`src/rtl/sle_pkg.sv`:
```
// Shared types and constants of the serial line editor.
package sle_pkg;

   // Line buffer size seen by the consumer; one place is kept for the terminator.
   localparam int LINE_CAPACITY = 128;

   // Character codes.
   localparam logic [7:0] CH_BS     = 8'h08;
   localparam logic [7:0] CH_DEL    = 8'h7F;
   localparam logic [7:0] CH_CR     = 8'h0D;
   localparam logic [7:0] CH_LF     = 8'h0A;
   localparam logic [7:0] CH_SP     = 8'h20;
   localparam logic [7:0] CH_BEL    = 8'h07;
   localparam logic [7:0] CH_PROMPT = 8'h3E;

   // Reset value of the line length register.
   localparam logic [6:0] MAX_LENGTH_RESET = 7'd79;

   // Hard cap on the line limit, derived from the buffer size.
   localparam int LIMIT_CAP_INT = (LINE_CAPACITY - 1 > 127) ? 127 : (LINE_CAPACITY - 1);
   localparam logic [6:0] LIMIT_CAP = 7'(LIMIT_CAP_INT);

   // Depth of the command queue between front and back.
   localparam int CMD_DEPTH = 2;
   localparam int CMD_PTR_W = 1;

   // Input word of one receive poll.
   typedef struct packed {
      logic       byte_present;
      logic [7:0] rx_byte;
   } req_type;

   // Output word: one transmit byte with its side information.
   typedef struct packed {
      logic [7:0] tx_byte;
      logic       last;
      logic       store_valid;
      logic [6:0] store_index;
      logic       line_done;
      logic [6:0] line_length;
   } rsp_type;

   // Action classified by the front part.
   typedef enum logic [2:0] {
      ACT_NONE,
      ACT_RUBOUT,
      ACT_NEWLINE,
      ACT_ECHO,
      ACT_BELL
   } act_type;

   // Command handed from front to back.
   typedef struct packed {
      logic       prompt;
      act_type    act;
      logic [7:0] ch;
      logic [6:0] index;
      logic [6:0] length;
   } cmd_type;

endpackage

```
`src/rtl/sle_front.sv`:
```
// Front part: accepts polls, keeps the line state and classifies each byte.
module sle_front (
   input  logic             clock,
   input  logic             reset,
   input  logic             push,
   output logic             full,
   input  sle_pkg::req_type req_data,
   input  logic             csr_valid,
   output logic             csr_ready,
   input  logic [6:0]       csr_data,
   input  logic             cmd_full,
   output logic             cmd_push,
   output sle_pkg::cmd_type cmd_data
);
   import sle_pkg::*;

   logic       prompt_pending_ff, prompt_pending_in;
   logic [6:0] position_ff, position_in;
   logic [6:0] max_length_ff;
   logic [6:0] limit;
   logic       accept;
   logic       is_rubout, is_cr, is_print;
   act_type    act;

   // A poll is taken whenever the command queue has room.
   assign full      = cmd_full;
   assign accept    = push && !cmd_full;
   assign csr_ready = 1'b1;

   // Effective line limit.
   assign limit = (max_length_ff > LIMIT_CAP) ? LIMIT_CAP : max_length_ff;

   // Classify the received byte.
   assign is_rubout = (req_data.rx_byte == CH_BS) || (req_data.rx_byte == CH_DEL);
   assign is_cr     = (req_data.rx_byte == CH_CR);
   assign is_print  = (req_data.rx_byte >= CH_SP) && (req_data.rx_byte < CH_DEL);

   // Choose the action and the next line state.
   always_comb begin
      act               = ACT_NONE;
      position_in       = position_ff;
      prompt_pending_in = 1'b0;
      if (req_data.byte_present) begin
         priority if (is_rubout) begin
            if (position_ff != 7'd0) begin
               act         = ACT_RUBOUT;
               position_in = position_ff - 7'd1;
            end
         end else if (is_cr) begin
            act               = ACT_NEWLINE;
            position_in       = 7'd0;
            prompt_pending_in = 1'b1;
         end else if (is_print) begin
            if (position_ff < limit) begin
               act         = ACT_ECHO;
               position_in = position_ff + 7'd1;
            end else begin
               act = ACT_BELL;
            end
         end
      end
   end

   // Command toward the back part; polls with no output send nothing.
   always_comb begin
      cmd_data.prompt = prompt_pending_ff;
      cmd_data.act    = act;
      cmd_data.ch     = req_data.rx_byte;
      cmd_data.index  = position_ff;
      cmd_data.length = position_ff;
      cmd_push        = accept && (prompt_pending_ff || (act != ACT_NONE));
   end

   // Line state and configuration register.
   always_ff @(posedge clock) begin
      if (reset) begin
         prompt_pending_ff <= 1'b1;
         position_ff       <= 7'd0;
         max_length_ff     <= MAX_LENGTH_RESET;
      end else begin
         if (accept) begin
            prompt_pending_ff <= prompt_pending_in;
            position_ff       <= position_in;
         end
         if (csr_valid) begin
            max_length_ff <= csr_data;
         end
      end
   end

endmodule

```
`src/rtl/sle_cmd_fifo.sv`:
```
// Short command queue between the front and back parts.
module sle_cmd_fifo (
   input  logic             clock,
   input  logic             reset,
   input  logic             wr_en,
   input  sle_pkg::cmd_type wr_data,
   output logic             full_out,
   input  logic             rd_en,
   output logic             rd_valid,
   output sle_pkg::cmd_type rd_data
);
   import sle_pkg::*;

   cmd_type                mem_ff [CMD_DEPTH];
   logic [CMD_PTR_W-1:0]   wr_ptr_ff, rd_ptr_ff;
   logic [CMD_PTR_W:0]     count_ff;

   assign full_out = (count_ff == (CMD_PTR_W + 1)'(CMD_DEPTH));
   assign rd_valid = (count_ff != '0);
   assign rd_data  = mem_ff[rd_ptr_ff];

   // Storage.
   always_ff @(posedge clock) begin
      if (wr_en) begin
         mem_ff[wr_ptr_ff] <= wr_data;
      end
   end

   // Pointers and fill count.
   always_ff @(posedge clock) begin
      if (reset) begin
         wr_ptr_ff <= '0;
         rd_ptr_ff <= '0;
         count_ff  <= '0;
      end else begin
         if (wr_en) begin
            wr_ptr_ff <= wr_ptr_ff + CMD_PTR_W'(1);
         end
         if (rd_en) begin
            rd_ptr_ff <= rd_ptr_ff + CMD_PTR_W'(1);
         end
         unique case ({wr_en, rd_en})
            2'b10:   count_ff <= count_ff + (CMD_PTR_W + 1)'(1);
            2'b01:   count_ff <= count_ff - (CMD_PTR_W + 1)'(1);
            default: count_ff <= count_ff;
         endcase
      end
   end

endmodule

```
`src/rtl/sle_back.sv`:
```
// Back part: expands each command into transmit words, one per cycle while the output is drained.
module sle_back (
   input  logic             clock,
   input  logic             reset,
   input  logic             cmd_valid,
   input  sle_pkg::cmd_type cmd_data,
   output logic             cmd_pop,
   output logic             empty,
   input  logic             pop,
   output sle_pkg::rsp_type rsp_data
);
   import sle_pkg::*;

   logic       rsp_valid_ff;
   rsp_type    rsp_ff;
   rsp_type    rsp_in;
   logic       prompt_sent_ff;
   logic [1:0] step_ff;
   logic       load;
   logic       in_prompt;

   assign empty    = !rsp_valid_ff;
   assign rsp_data = rsp_ff;

   // The output register takes a new word when it is free or being drained.
   assign load      = cmd_valid && (!rsp_valid_ff || pop);
   assign in_prompt = cmd_data.prompt && !prompt_sent_ff;

   // Build the current word of the command.
   always_comb begin
      rsp_in             = '0;
      if (in_prompt) begin
         rsp_in.tx_byte = CH_PROMPT;
         rsp_in.last    = (cmd_data.act == ACT_NONE);
      end else begin
         unique case (cmd_data.act)
            ACT_RUBOUT: begin
               rsp_in.tx_byte = (step_ff == 2'd1) ? CH_SP : CH_BS;
               rsp_in.last    = (step_ff == 2'd2);
            end
            ACT_NEWLINE: begin
               rsp_in.tx_byte     = (step_ff == 2'd0) ? CH_CR : CH_LF;
               rsp_in.last        = (step_ff == 2'd1);
               rsp_in.line_done   = (step_ff == 2'd1);
               rsp_in.line_length = (step_ff == 2'd1) ? cmd_data.length : 7'd0;
            end
            ACT_ECHO: begin
               rsp_in.tx_byte     = cmd_data.ch;
               rsp_in.last        = 1'b1;
               rsp_in.store_valid = 1'b1;
               rsp_in.store_index = cmd_data.index;
            end
            ACT_BELL: begin
               rsp_in.tx_byte = CH_BEL;
               rsp_in.last    = 1'b1;
            end
            default: begin
               rsp_in.last = 1'b1;
            end
         endcase
      end
   end

   // The command leaves the queue with its final word.
   assign cmd_pop = load && rsp_in.last;

   // Output payload register.
   always_ff @(posedge clock) begin
      if (load) begin
         rsp_ff <= rsp_in;
      end
   end

   // Output valid and position within the command.
   always_ff @(posedge clock) begin
      if (reset) begin
         rsp_valid_ff   <= 1'b0;
         prompt_sent_ff <= 1'b0;
         step_ff        <= 2'd0;
      end else begin
         if (load) begin
            rsp_valid_ff <= 1'b1;
         end else if (pop) begin
            rsp_valid_ff <= 1'b0;
         end
         if (load) begin
            if (rsp_in.last) begin
               prompt_sent_ff <= 1'b0;
               step_ff        <= 2'd0;
            end else if (in_prompt) begin
               prompt_sent_ff <= 1'b1;
            end else begin
               step_ff <= step_ff + 2'd1;
            end
         end
      end
   end

endmodule

```
`src/rtl/serial_line_editor.sv`:
```
// Top level of the serial line editor: front classifier, command queue and emitter.
// A receive poll is taken in any cycle in which full is low; it updates the line
// position and prompt state at once and hands a command to a two-entry queue.
// The emitter drains that queue and produces one transmit word per cycle while
// pop keeps the output free. A poll yields no word when idle or ignored, one for
// an echo or bell, two for a line end, three for a rubout, and one more when the
// prompt goes out first (at most three). The emitter's one-word-per-cycle
// output register sets the sustained rate. The length register may be written
// at any time over the csr channel, which is always ready.
module serial_line_editor (
   input  logic             clock,
   input  logic             reset,
   input  logic             push,
   output logic             full,
   input  sle_pkg::req_type req_data,
   output logic             empty,
   input  logic             pop,
   output sle_pkg::rsp_type rsp_data,
   input  logic             csr_valid,
   output logic             csr_ready,
   input  logic [6:0]       csr_data
);
   import sle_pkg::*;

   logic    cmd_push, cmd_full, cmd_pop, cmd_valid;
   cmd_type cmd_wr, cmd_rd;

   // Front part.
   sle_front u_front (
      .clock     (clock),
      .reset     (reset),
      .push      (push),
      .full      (full),
      .req_data  (req_data),
      .csr_valid (csr_valid),
      .csr_ready (csr_ready),
      .csr_data  (csr_data),
      .cmd_full  (cmd_full),
      .cmd_push  (cmd_push),
      .cmd_data  (cmd_wr)
   );

   // Command queue.
   sle_cmd_fifo u_cmd_fifo (
      .clock    (clock),
      .reset    (reset),
      .wr_en    (cmd_push),
      .wr_data  (cmd_wr),
      .full_out (cmd_full),
      .rd_en    (cmd_pop),
      .rd_valid (cmd_valid),
      .rd_data  (cmd_rd)
   );

   // Back part.
   sle_back u_back (
      .clock     (clock),
      .reset     (reset),
      .cmd_valid (cmd_valid),
      .cmd_data  (cmd_rd),
      .cmd_pop   (cmd_pop),
      .empty     (empty),
      .pop       (pop),
      .rsp_data  (rsp_data)
   );

endmodule
```
`config.mk`:
```
export PLATFORM = sky130hd
export DESIGN_NAME = serial_line_editor
export DESIGN_NICKNAME = d
export VERILOG_FILES = /design/src/rtl/sle_pkg.sv /design/src/rtl/sle_front.sv /design/src/rtl/sle_cmd_fifo.sv /design/src/rtl/sle_back.sv /design/src/rtl/serial_line_editor.sv
export SDC_FILE = /design/constraint.sdc
export NUM_CORES = 1
export LEC_CHECK = 0
export BUFFER_PORTS_ARGS = -buffer_cell sky130_fd_sc_hd__buf_2
export CORE_MARGIN = 1.5
export CORE_UTILIZATION = 53
export CTS_CLUSTER_SIZE = 28
export DETAILED_ROUTE_END_ITERATION = 10
export HOLD_SLACK_MARGIN = 0.06
export PLACE_DENSITY = 0.85
export REMOVE_ABC_BUFFERS = 1
export SLEW_MARGIN = 30
export SYNTH_ARGS = -nofsm -noshare
export SYNTH_HDL_FRONTEND = slang
export SYNTH_HIERARCHICAL = 1
export SYNTH_SLANG_ARGS = --single-unit
```
`constraint.sdc`:
```
create_clock -name clock -period 3.4 [get_ports clock]
set_input_delay 0.34 -clock clock [delete_from_list [all_inputs] [get_ports clock]]
set_output_delay 0.34 -clock clock [all_outputs]
set_load 0.01 [all_outputs]
```
==> results.json <==
{
  "synth_fa_ha_area_share_pct": 3.21,
  "power_density_nw_per_um2": 666,
  "rsz0062_at_grt": "false",
  "leakagePower_nw": 1.92,
  "routed_wl_um": 8770,
  "syn_avg_cell_area_um2": 12.6,
  "synth_top_family_by_area": "simple AND/OR/NAND/NOR gates",
  "final_area_um2": 5180,
  "clock_sinks": 101,
  "synth_xor_area_share_pct": 1.13,
  "crit_fanout": 13,
  "drt_iter0_markers": 163,
  "cts_max_path_buffers": 2,
  "endpoint": "u_cmd_fifo/count_ff[1]",
  "ys_ff_latch": 101,
  "power_mw": 3.45,
  "ir_worst_vdd_uv": 303,
  "dr.pass1.iters": 4,
  "clk_latency_ns": 0.36,
  "rr_worst_depth": 10,
  "grt_pass1_vias": 2917,
  "register_area_um2": 2790,
  "startpoint_type": "flop",
  "synth_cell_types": 59,
  "die_y_um": 96.9,
  "utilization_pct": 60.0,
  "cts_buffers": 9,
  "synth_edf_count": 77,
  "vias_per_cell": 5.59,
  "synth_compound_area_share_pct": 9.62,
  "tritoncts": "built",
  "worst-r2r-setup-slack_ns": 0.28,
  "hold_viol_final": 0,
  "io_pins": 49,
  "crit_path_start": "u_front/position_ff[2]",
  "syn_inst": 372,
  "fin_ws_ns": 0.280,
  "grt.overflow.total": 0,
  "critical_path.endpoint_type": "flop",
  "rows": 34,
  "start_util_pct": 54.1,
  "drive_above_1_share_pct": 28.7,
  "hpwl_um": 6060,
  "fill_cells": 690,
  "synthMuxAreaShare_pct": 7.13,
  "antenna_cells": 0,
  "clockRootBuffer": "clkbuf_8",
  "final-setup-viol-count": 0,
  "final_max_slew_viol_count": 0,
  "placed_area_um2": 4970,
  "yosysWarnings": 6,
  "place_ws_ns": 0.281,
  "status": "finished, final reports clean",
  "drv_cap": 0,
  "grt_max_degree": 27,
  "syn_area_um2": 4670,
  "hold_path.class": "input port to flop",
  "drc": 0,
  "critPathKind": "flop to flop",
  "rr_startpoint": "u_front/position_ff[2]",
  "post-route-min-period_ns": 3.12,
  "syn_to_final_growth_pct": 10.9,
  "grt_pass1_wl_um": 14300,
  "place.gp.congestion": 0.838,
  "synth_simple_gate_area_share_pct": 13.6,
  "relSlewSlack_pct": 39.8,
  "ant_nets": 0,
  "core_area_um2": 8640,
  "htree_levels": 3,
  "die-area_um2": 9380,
  "synthFlopType": "edfxtp_1",
  "dieWidth_um": 96.9,
  "arrival_ns": 3.41,
  "async_flop_share_pct": 0,
  "wl_per_cell_um": 16.7,
  "grt_usage_pct": 19.5,
  "critPathSlowestCell": "dfxtp_1",
  "via_count": 2938,
  "post-cts-setup-buffers": 0,
  "cp.required_ns": 3.69,
  "worstMarginPinSlew_ns": 0.897,
  "rr_endpoint": "u_cmd_fifo/count_ff[1]",
  "multi_input_area_um2": 1630,
  "fmax_mhz": 321,
  "hold_ws_ns": 0.193,
  "path_clk_slew_ns": 0.10,
  "nNetsFinal": 446,
  "antenna_found_initial": 0,
  "skew_ns": 0.0154,
  "yosysSeqAreaShare_pct": 59.8,
  "min_from": "csr_data[6]",
  "post-route-period-util_pct": 91.8,
  "crit_chain": "ha_1 > a21oi_1 > o21ai_0 > a211oi_2 > o2111a_1 > o311a_1 > inv_1 > ha_1 > or3_1 > a21oi_1",
  "max_stage_delay_ns": 0.57,
  "port_buffers": 47
}
## cells in the final DEF (no fill, tap or decap), types with 2 or more instances in the layout
cell | netlist | layout
nor3_1 | 6 | 6
or2_2 | 3 | 3
a21oi_1 | 19 | 19
and2_1 | 19 | 19
inv_1 | 19 | 18
nand3_1 | 6 | 6
inv_6 | 0 | 3
nand2_1 | 21 | 21
a221o_1 | 2 | 2
nand4_1 | 5 | 5
dfxtp_1 | 24 | 24
o221ai_1 | 2 | 2
nor2_1 | 21 | 20
or3b_1 | 2 | 2
o211ai_1 | 6 | 6
edfxtp_1 | 77 | 77
ha_1 | 12 | 12
xor2_1 | 3 | 3
or3_1 | 7 | 7
buf_2 | 4 | 47
mux2i_1 | 4 | 4
nand2b_1 | 5 | 5
nor3b_2 | 2 | 2
buf_12 | 0 | 2
clkbuf_8 | 0 | 9
nor2_2 | 1 | 2
nor2b_1 | 4 | 4
xnor2_1 | 3 | 3
buf_4 | 19 | 9
o21ai_0 | 15 | 15
mux2_2 | 26 | 26
## state kept, by name, summed over array words and instances, names as in the netlist, named ones only
signal,cells
u_front/prompt_pending_ff,1
u_back/rsp_data,25
u_back/rsp_valid_ff,1
u_back/prompt_sent_ff,1
u_cmd_fifo/wr_ptr_ff,1
u_front/position_ff,7
u_cmd_fifo/count_ff,2
u_cmd_fifo/rd_ptr_ff,1
u_back/step_ff,2
u_cmd_fifo/mem_ff,52
u_front/max_length_ff,7
## final cells by class
type / count / share of cell area, %
repair buffers: 58 / 6.62
clock buffers: 9 / 2.39
flip-flops and latches: 101 / 53.9
inverters: 19 / 1.38
clock inverters: 7 / 1.55
well taps: 108 / 2.61
multi-input cells: 224 / 31.5
## timing repair
item,in CTS,in global routing
hold buffers,0,0
gates resized for setup,0,1
endpoints found under the setup margin,0,1
## worst min path at each step
| stage | cells after the start | to | slack (ns) |
|---|---|---|---|
| finish | 3 | u_front/max_length_ff[6] | 0.19 |
| global route | 1 | u_cmd_fifo/mem_ff[0][18] | 0.19 |
| CTS | 3 | u_front/max_length_ff[6] | 0.18 |
| detailed placement | 2 | u_front/max_length_ff[0] | 0.48 |
| global placement | 2 | u_back/step_ff[1] | 0.46 |
| floorplan | 1 | u_front/position_ff[0] | 0.40 |
## Yosys cell counts (2+ instances only)
master	number	area [um2]
inv_1	19	71.3
nor2_1	21	78.8
nor4_1	2	12.5
o21ai_0	15	75.1
mux2i_1	4	40.0
xnor2_1	3	26.3
or3b_1	2	17.5
buf_4	19	143
nand4_1	5	31.3
o221ai_1	2	17.5
and2_1	19	119
mux2_2	26	293
a221o_1	2	20.0
o211ai_1	6	45.0
edfxtp_1	77	2310
dfxtp_1	24	480
or2_2	3	18.8
nand3_1	6	30.0
nor2b_1	4	25.0
nor3_1	6	30.0
nor3b_2	2	25.0
nand2_1	21	78.8
xor2_1	3	26.3
buf_2	4	20.0
nand2b_1	5	31.3
ha_1	12	150
a21oi_1	19	95.1
clkbuf_1	4	15.0
or3_1	7	43.8
## worst max-delay path, delay by kind of cell (launching register included)
kind,cells,cell delay [ns]
AOI/OAI and AO/OA,6,1.37
adders and majority gates,2,0.65
DFF,1,0.57
and+or+nand+nor,1,0.37
buffers and inverters,1,0.09
## cell families after synthesis
kind of cell | after synthesis
and+or+nand+nor | 112
DFF | 101
buffers and inverters | 47
xor gates and xnor gates | 6
other | 1
AOI/OAI and AO/OA | 63
muxes | 30
adders and majority gates | 12
## layer usage
metal / up-vias / routed length, um / global-route usage (%)
li1: 1421 / - / -
met1: 1410 / 3870 / 24.6
met2: 86 / 4310 / 32.6
met3: 21 / 383 / 3.90
met4: 0 / 203 / 8.36
met5: - / 0 / 0
## per-stage QoR
stage                     setup TNS [ns]  instances
after floorplan                   -0.369        344
after global placement                 0        510
after detailed placement               0        510
after CTS                              0        526
after global routing                   0        526
final                                  0        526
## report_power, final
part           leakage, nW  total [mW]  switching [mW]  internal (mW)
Clock                0.103       0.773           0.421          0.352
Sequential           0.924        1.76          0.0777           1.68
Combinational        0.894       0.920           0.556          0.364
(Power assumes the default switching activity.)
